`src/rtl/core/ittl_pkg.sv`:
```
// ittl_pkg: shared types and constants for the ttl rewrite / source counter
// no dependencies
`default_nettype none
package ittl_pkg;
  localparam int TableEntries = 16;
  localparam int IdxW = $clog2(TableEntries);
  localparam logic [13:0] MinFrameLen = 14'd34;
  localparam logic [15:0] EtherTypeIpv4 = 16'h0800;

  // classified item passed from front to back
  typedef struct packed {
    logic        counted;
    logic [31:0] source_address;
    logic [7:0]  ttl;
    logic [15:0] checksum;
  } ittl_cls_t;

  // one's-complement 16-bit add
  function automatic logic [15:0] oc_add(input logic [15:0] a, input logic [15:0] b);
    logic [16:0] s;
    s = {1'b0, a} + {1'b0, b};
    s = {1'b0, s[15:0]} + {16'd0, s[16]};
    return s[15:0];
  endfunction
endpackage
`default_nettype wire

```
`src/rtl/core/ipv4_ttl_rewrite_source_counter_top.sv`:
```
// ipv4_ttl_rewrite_source_counter_top: top level joining front and back
// depends on ittl_pkg, ittl_front, ittl_back
// Takes one item per cycle while in_stall is low: the front rewrites ttl and
// checksum and queues the item in a two-entry buffer, the back matches the
// source against a 16-entry fully associative lru table and registers the
// result, so an item passes the queue buffer and then the result register
// before out_valid rises. Sustained throughput is one item per cycle while
// out_stall is low, as the table is matched and updated as each item is taken.
`default_nettype none
module ipv4_ttl_rewrite_source_counter_top (
  input  wire logic        clk,
  input  wire logic        rst_n,
  input  wire logic        in_valid,
  output logic             in_stall,
  input  wire logic [13:0] in_frame_length,
  input  wire logic [15:0] in_ether_type,
  input  wire logic [31:0] in_source_address,
  input  wire logic [7:0]  in_ttl_in,
  input  wire logic [15:0] in_checksum_in,
  output logic             out_valid,
  input  wire logic        out_stall,
  output logic             out_counted,
  output logic [7:0]       out_ttl_out,
  output logic [15:0]      out_checksum_out,
  output logic [31:0]      out_packet_count,
  output logic             out_evicted,
  output logic [31:0]      out_evicted_address
);
  import ittl_pkg::*;

  logic      q_valid, q_stall;
  ittl_cls_t q_item;

  // front: classify and rewrite
  ittl_front u_front (
    .clk, .rst_n, .in_valid, .in_stall, .in_frame_length, .in_ether_type,
    .in_source_address, .in_ttl_in, .in_checksum_in,
    .q_valid, .q_stall, .q_item
  );

  // back: table update and output
  ittl_back u_back (
    .clk, .rst_n, .q_valid, .q_stall, .q_item,
    .out_valid, .out_stall, .out_counted, .out_ttl_out, .out_checksum_out,
    .out_packet_count, .out_evicted, .out_evicted_address
  );
endmodule
`default_nettype wire

```
`src/rtl/core/ittl_front.sv`:
```
// ittl_front: accepts items, classifies them and rewrites ttl and checksum
// depends on ittl_pkg
`default_nettype none
module ittl_front (
  input  wire logic                clk,
  input  wire logic                rst_n,
  input  wire logic                in_valid,
  output logic                     in_stall,
  input  wire logic [13:0]         in_frame_length,
  input  wire logic [15:0]         in_ether_type,
  input  wire logic [31:0]         in_source_address,
  input  wire logic [7:0]          in_ttl_in,
  input  wire logic [15:0]         in_checksum_in,
  output logic                     q_valid,
  input  wire logic                q_stall,
  output ittl_pkg::ittl_cls_t      q_item
);
  import ittl_pkg::*;

  ittl_cls_t cls;
  logic [7:0]  nttl;
  logic [15:0] sum;

  // classify and apply rfc 1624 update
  always_comb begin
    cls.counted = (in_frame_length >= MinFrameLen) && (in_ether_type == EtherTypeIpv4);
    cls.source_address = in_source_address;
    nttl = in_ttl_in - 8'd1;
    sum = oc_add(~in_checksum_in, ~{in_ttl_in, 8'd0});
    sum = ~oc_add(sum, {nttl, 8'd0});
    cls.ttl = cls.counted ? nttl : in_ttl_in;
    cls.checksum = cls.counted ? sum : in_checksum_in;
  end

  // two-entry queue toward the back
  ittl_cls_t buf_r [2];
  logic      wp_r, wp_nxt, rp_r, rp_nxt;
  logic [1:0] cnt_r, cnt_nxt;
  logic push, pop;

  assign in_stall = (cnt_r == 2'd2);
  assign push = in_valid && !in_stall;
  assign q_valid = (cnt_r != 2'd0);
  assign pop = q_valid && !q_stall;
  assign q_item = buf_r[rp_r];

  always_comb begin
    wp_nxt = push ? ~wp_r : wp_r;
    rp_nxt = pop ? ~rp_r : rp_r;
    cnt_nxt = cnt_r + {1'b0, push} - {1'b0, pop};
  end

  always_ff @(posedge clk) begin
    if (!rst_n) begin
      wp_r <= 1'b0;
      rp_r <= 1'b0;
      cnt_r <= 2'd0;
    end else begin
      wp_r <= wp_nxt;
      rp_r <= rp_nxt;
      cnt_r <= cnt_nxt;
    end
  end

  always_ff @(posedge clk) begin
    if (push) begin
      buf_r[wp_r] <= cls;
    end
  end
endmodule
`default_nettype wire

```
`src/rtl/core/ittl_back.sv`:
```
// ittl_back: lru source table update and result register
// depends on ittl_pkg
`default_nettype none
module ittl_back (
  input  wire logic                clk,
  input  wire logic                rst_n,
  input  wire logic                q_valid,
  output logic                     q_stall,
  input  wire ittl_pkg::ittl_cls_t q_item,
  output logic                     out_valid,
  input  wire logic                out_stall,
  output logic                     out_counted,
  output logic [7:0]               out_ttl_out,
  output logic [15:0]              out_checksum_out,
  output logic [31:0]              out_packet_count,
  output logic                     out_evicted,
  output logic [31:0]              out_evicted_address
);
  import ittl_pkg::*;

  logic [31:0]     addr_r  [TableEntries];
  logic [31:0]     count_r [TableEntries];
  logic [TableEntries-1:0] valid_r, valid_nxt;
  logic [IdxW-1:0] age_r [TableEntries];
  logic [IdxW-1:0] age_nxt [TableEntries];

  logic take;
  logic hit, freef;
  logic [IdxW-1:0] hidx, fidx, vidx, tidx, oldage;
  logic [31:0] newcnt;

  // result register frees when taken
  assign q_stall = out_valid && out_stall;
  assign take = q_valid && !q_stall;

  // parallel match, free search and oldest search
  always_comb begin
    hit = 1'b0; hidx = '0; freef = 1'b0; fidx = '0; vidx = '0;
    for (int i = TableEntries - 1; i >= 0; i--) begin
      if (valid_r[i] && addr_r[i] == q_item.source_address) begin
        hit = 1'b1; hidx = IdxW'(i);
      end
      if (!valid_r[i]) begin
        freef = 1'b1; fidx = IdxW'(i);
      end
      if (age_r[i] == IdxW'(TableEntries - 1)) vidx = IdxW'(i);
    end
    tidx = hit ? hidx : (freef ? fidx : vidx);
    oldage = age_r[tidx];
    newcnt = hit ? count_r[hidx] + 32'd1 : 32'd1;
    valid_nxt = valid_r;
    valid_nxt[tidx] = 1'b1;
    for (int i = 0; i < TableEntries; i++) begin
      if (IdxW'(i) == tidx) age_nxt[i] = '0;
      else if (age_r[i] < oldage) age_nxt[i] = age_r[i] + IdxW'(1);
      else age_nxt[i] = age_r[i];
    end
  end

  // control state: valid bits, ages, output valid
  always_ff @(posedge clk) begin
    if (!rst_n) begin
      valid_r <= '0;
      out_valid <= 1'b0;
      for (int i = 0; i < TableEntries; i++) age_r[i] <= IdxW'(i);
    end else begin
      if (take) out_valid <= 1'b1;
      else if (!out_stall) out_valid <= 1'b0;
      if (take && q_item.counted) begin
        valid_r <= valid_nxt;
        age_r <= age_nxt;
      end
    end
  end

  // table payload and result fields
  always_ff @(posedge clk) begin
    if (take) begin
      if (q_item.counted) begin
        addr_r[tidx] <= q_item.source_address;
        count_r[tidx] <= newcnt;
      end
      out_counted <= q_item.counted;
      out_ttl_out <= q_item.ttl;
      out_checksum_out <= q_item.checksum;
      out_packet_count <= q_item.counted ? newcnt : 32'd0;
      out_evicted <= q_item.counted && !hit && !freef;
      out_evicted_address <= (q_item.counted && !hit && !freef) ? addr_r[vidx] : 32'd0;
    end
  end
endmodule
`default_nettype wire

```
`config.mk`:
```
export PLATFORM = sky130hd
export DESIGN_NAME = ipv4_ttl_rewrite_source_counter_top
export DESIGN_NICKNAME = d
export VERILOG_FILES = /design/src/rtl/core/ittl_pkg.sv /design/src/rtl/core/ipv4_ttl_rewrite_source_counter_top.sv /design/src/rtl/core/ittl_front.sv /design/src/rtl/core/ittl_back.sv
export SDC_FILE = /design/constraint.sdc
export NUM_CORES = 2
export LEC_CHECK = 0
export ABC_AREA = 1
export BUFFER_PORTS_ARGS = -buffer_cell sky130_fd_sc_hd__buf_2
export CAP_MARGIN = 0
export CORE_MARGIN = 2
export CORE_UTILIZATION = 45
export CTS_BUF_LIST = sky130_fd_sc_hd__clkbuf_16
export CTS_CLUSTER_DIAMETER = 40
export CTS_CLUSTER_SIZE = 30
export DETAILED_ROUTE_END_ITERATION = 10
export GPL_ROUTABILITY_DRIVEN = 0
export PLACE_DENSITY_LB_ADDON = 0.12
export SLEW_MARGIN = 10
export SYNTH_ARGS = -nofsm -noshare
export SYNTH_HDL_FRONTEND = slang
export SYNTH_SLANG_ARGS = --single-unit
```
`constraint.sdc`:
```
create_clock -name clk -period 7.1 [get_ports clk]
set_clock_uncertainty 0.15 [all_clocks]
set_input_delay 1.065 -clock clk [delete_from_list [all_inputs] [get_ports clk]]
set_output_delay 1.065 -clock clk [all_outputs]
set_load 0.02 [all_outputs]
```
=== Yosys cells after proc, flatten, opt, wreduce, memory -nomap -nowiden ===
Memory sizes are Yosys's and may differ from the RTL's. A register that Yosys moved wholly into a read port is not among the register bits.
Index checks and enable logic that the tools add are counted.

* $add $sub $neg: 24
* Magnitude comparators: 20
* Eq/ne operators: 50
* Mux-type cells: 131
* Bitwise logic cells: 7
* Reductions and logical operators: 63

{| class="wikitable"
|+ Operator list
! cell !! count
|-
| == test 32 bit || 16
|-
| two-way mux 4 bit || 84
|-
| adder 4 x 1 -> 4 bit, second input constant || 16
|-
| == test 4 bit, second input constant || 16
|-
| less-than comparator 4 bit || 16
|-
| inverter 16 bit || 3
|-
| two-way mux 1 bit || 42
|-
| adder 16 x 16 -> 17 bit || 2
|-
| nonzero test 2 bit || 17
|-
| adder 16 x 1 -> 16 bit || 2
|-
| adder 32 x 1 -> 32 bit, second input constant || 1
|-
| == test 4 bit, first input constant || 8
|-
| two-way mux 32 bit || 1
|-
| AND reduction 2 bit || 16
|-
| logical AND 1 bit || 24
|-
| binary-select mux 4 bit (select 4 bit) || 1
|-
| == test 16 x 12 -> 1 bit, second input constant || 1
|-
| == test 3 x 4 -> 1 bit, first input constant || 4
|-
| two-way mux 16 bit || 1
|-
| OR 16 bit || 1
|-
| >= comparator 14 x 6 -> 1 bit, second input constant || 1
|-
| == test 2 x 4 -> 1 bit, first input constant || 2
|-
| two-way mux 8 bit || 1
|-
| subtractor 8 x 1 -> 8 bit, second input constant || 1
|-
| 13 further kinds || 18
|}

* Flip-flop bits (word level): 143
* RAM bits: 1138
* Input port bits: 90
* Output and inout bits: 92
* Memories: 3

{| class="wikitable"
|+ Memories
! name !! depth !! bits a word !! read ports !! clocked after Yosys merged registers in !! write ports !! line !! text
|-
| u_back.addr_r || 16 || 32 || 17 || 1 || 1 || ittl_back.sv:21 || <nowiki>logic [31:0] addr_r [TableEntries];</nowiki>
|-
| u_back.count_r || 16 || 32 || 1 || 0 || 1 || ittl_back.sv:22 || <nowiki>logic [31:0] count_r [TableEntries];</nowiki>
|-
| u_front.buf_r || 2 || 57 || 1 || 1 || 1 || ittl_front.sv:36 || <nowiki>ittl_cls_t buf_r [2];</nowiki>
|}

=== Logic depth before layout (Yosys ltp) ===
* Word-level depth: 26
* Depth in mapped cells: 54

=== By module ===
Synthesis repeated with hierarchy kept, for this count alone.

* Cell total of the unflattened synthesis: 6570
* Area, all modules: 65381.5 µm²

{| class="wikitable"
|+ Modules (own cells, without submodules)
! module !! times used !! cells each !! area an instance (µm²) !! seq. area each (µm²)
|-
| ittl_back || 1 || 5895 || 58558.7 || 35073.6
|-
| ittl_front || 1 || 675 || 6822.8 || 3523.4
|}

=== Least setup slack after synthesis ===
OpenSTA, ideal clock, no wires.

* Path type: input to register
* Start: in in_checksum_in[0]
* End: mem u_front.buf_r[0][12] in the netlist's numbering (data pin)
* Library setup time: 269 ps
* Arrival: 6405 ps
* Data required time: 6681 ps
* Setup slack: 276 ps
* Cell stages on the path: 47
* Buffers on the path: 0
* Cells stage by stage: ha_1 inv_1 nor3_1 nand2_1 nor2_1 nand3_1 nand3_1 nand2_1 nand3_1 nand2_1 a21oi_1 o21bai_1 a21oi_1 o21bai_1 ha_1 nand4_1 or2_2 nor2_1 [11 not listed] o21bai_1 a21o_1 ha_1 ha_1 nand4_1 nor2_1 nand2_1 nor2_1 nand2_1 nor2_1 inv_1 nor2_1 inv_1 nor2_1 inv_1 nor2_1 xnor2_1 o21ai_0

{| class="wikitable"
|+ RTL lines
! item !! line !! text
|-
| start: declaration || ipv4_ttl_rewrite_source_counter_top.sv:19 || <nowiki>input wire logic [15:0] in_checksum_in,</nowiki>
|-
| end: declaration || ittl_front.sv:36 ||
|}

==> results.md <==
* Status: finished, final reports clean
* Inst Count DP at 8641
* Startpoint types: register
* F_max at 0.146 GHz
* Worst Tran Pin Value at 1.20 ns
* Most frequent cells in the layout: edfxtp_1, nand2_1, inv_1, nand3_1, nor2_1
* TNS Setup at 0 ns
* CTS tree: yes
* #FFs+latches synth at 1314
* Via count at 51866
* Port Buffers at 180
* Critical path type: reg2reg
* Die area at 147000 µm²
* Hold-fix buffers, CTS at 0
* Vias in the first global route at 48409
* Chip height at 383 µm
* Worst EP arrival at 7.10 ns
* Period utilization at 96.2%
* Top-level port count at 182
* Register area share after synthesis at 59.6%
* Ys async rst share at 0%
* GRT Overall Usage at 29.0%
* Cell Pwr Density at 388 nW/µm²
* CTS H-tree depth at 4
* Maximum clock insertion buffer count at 3
* EDFF count, synth at 1228
* Leakage Power at 30.8 nW
* CP endpoint kind: register
* WL final at 216 mm
* # DRC at 0
* Grt ovf at 0
* Fin. max-slew vios at 0
* Clk slew on worst S/H paths at 0.05 ns
* Routed Antenna Nets at 0
* CP dominant cell by count: nand2_1
* GR Util met3 at 6.61%
* Critical-path cell list: buf_12, nand2_1, nand2_2, buf_4, nand2_1, a221oi_1, nand2_1, nor2_1, nand3_4, o21a_1, nand2_1, nor2_1, inv_1, nor2_4, buf_12, a21oi_1, nand2_1, nor2_1, inv_1, nor2_4, buf_4
* Area grow syn2layout at 16.7%
* End-of-flow core utilization at 52.7%
* Normalized max-slew margin at 19.9%
* Crit-path slowest cell: nor2_4
* Placement Rows at 139
* Yosys warning count at 0
* Synthesized area at 64800 µm²
* DR iter-0 viols at 6745
* Routed vias/inst at 5.77
* Min Tclk post-route at 6.83 ns
* Met1 usage at 41.8%
* Clock sinks at 1314
* Area of the core at 143000 µm²
* Critical Path RT at 7.37 ns
* Critical path's largest stage delay at 0.89 ns
* Endpoints failing hold at 0
* Final net count at 7109
* Final setup violation count at 0
* Max-cap check violation count at 0
* Die Wd at 383 µm
* Starting density of the core at 45.2%
* Peak supply drop at 0.323 mV
* Num CTS Buffers at 183
* Fin cells at 8993
* Peak-usage layer in the global routing report: met2
* Largest net degree at the start of global routing at 123
* CTS root buffer: clkbuf_16
* Share of layout cells above drive strength 1 at 13.6%
* Syn nets at 6797
* Avg Cell Area, Syn at 9.79 µm²
* PnR worst setup slack at 0.267 ns
* Routed wire per std cell at 24.1 µm
* Pre-Repair DR Iteration Count at 8
* Top_reg_cell synth: edfxtp_1
* Hpwl dp at 141 mm
* Synthesized instance count at 6617
* Worst skew pair latency at 0.81 ns
* Worst hold path class: in2reg
* Most common cell after layout, fill and taps aside: edfxtp_1
* Pre-CTS setup slack at -0.549 ns
* Antenna violations before repair at 4
* Critical path fanouts, max at 52
* First-pass GRT wire length at 318 mm
* Met2 GRT Util at 43.2%
* Yosys cell types at 59
* R2R setup slack at 0.27 ns
## synthesized netlist by cell type, types with 89 or more instances
cell type | instances | area share (%)
inv_1 | 708 | 4.1
nand4_1 | 90 | 0.87
ha_1 | 89 | 1.7
o21ai_0 | 452 | 3.5
nor2_1 | 497 | 2.9
nand3_1 | 608 | 4.7
o22ai_1 | 147 | 1.4
xor2_1 | 144 | 1.9
a21oi_1 | 447 | 3.5
o21ai_1 | 98 | 0.76
edfxtp_1 | 1228 | 57
nand2_1 | 1194 | 6.9
clkbuf_1 | 168 | 0.97
## layout make-up
class,count,area (µm²)
inverters,733,2780
clock inverters,158,1560
repair inverters,1,7.51
repair buffers,460,3450
well taps,1903,2380
flip-flops and latches,1314,38600
diodes,2,5.00
clock buffers,186,4650
fillers,12920,67700
multi-input cells,4236,22100
## worst max-delay path: cells and delay by family, from the launching register on
| family | cells | cell delay, ns |
|---|---|---|
| buffers and inverters | 6 | 1.84 |
| AO/OA/AOI/OAI | 3 | 1.01 |
| flip-flops | 1 | 0.39 |
| AND/OR/NAND/NOR | 12 | 2.85 |
## per-stage QoR
step,instance area [µm²],hold slack [ns],power (mW)
global placement,69100,0.288,19.9
finish,75600,0.306,29.3
floorplan,64800,0.276,16.0
detailed placement,69100,0.301,20.0
global route,75600,0.273,30.4
CTS,75400,0.250,29.2
## layer usage
metal	up-vias	part of all wire [%]
li1	23808	-
met1	24865	42
met2	2734	44
met3	455	11
met4	4	3.3
met5	-	0.010
## power by group
group	total [mW]	switching [mW]	leakage (nW)	internal (mW)
combinational	10.3	7.51	14.9	2.81
clock	9.23	3.78	3.05	5.44
sequential	9.77	0.308	12.9	9.46
## path summary, 6_finish.rpt
check,from,endpoint,cells after the start
setup / recovery,register,u_back.addr_r[3][28],21
hold / removal,in_source_address[21],u_front.buf_r[0][45],1
setup reg to reg,register,u_back.addr_r[3][28],21
hold reg to reg,u_front.rp_r,u_front.rp_r,1
## registers in the layout (all words and copies together) (netlist names), 2 cells and up, named ones only
name	count
u_back.addr_r	512
u_back.age_r	64
u_back.count_r	512
u_back.out_checksum_out	16
u_back.out_evicted_address	32
u_back.out_packet_count	32
u_back.out_ttl_out	8
u_back.valid_r	16
u_front.buf_r	114
u_front.cnt_r	2
## repair_timing
| action | CTS | global route |
|---|---|---|
| setup endpoints to repair | 0 | 274 |
| hold endpoints to repair | 0 | 0 |
| gates resized for setup | 0 | 51 |
| setup buffers | 0 | 5 |
## cell families after synthesis
logic type / after synthesis / share of synthesized area (%)
buffers and inverters: 1067 / 6.83
and+or+nand+nor: 2604 / 17.6
DFF: 1314 / 59.6
xor gates and xnor gates: 195 / 2.64
AOI/OAI and AO/OA: 1347 / 11.6
adders and majority gates: 90 / 1.75
Power figures use the tool's default switching activity.
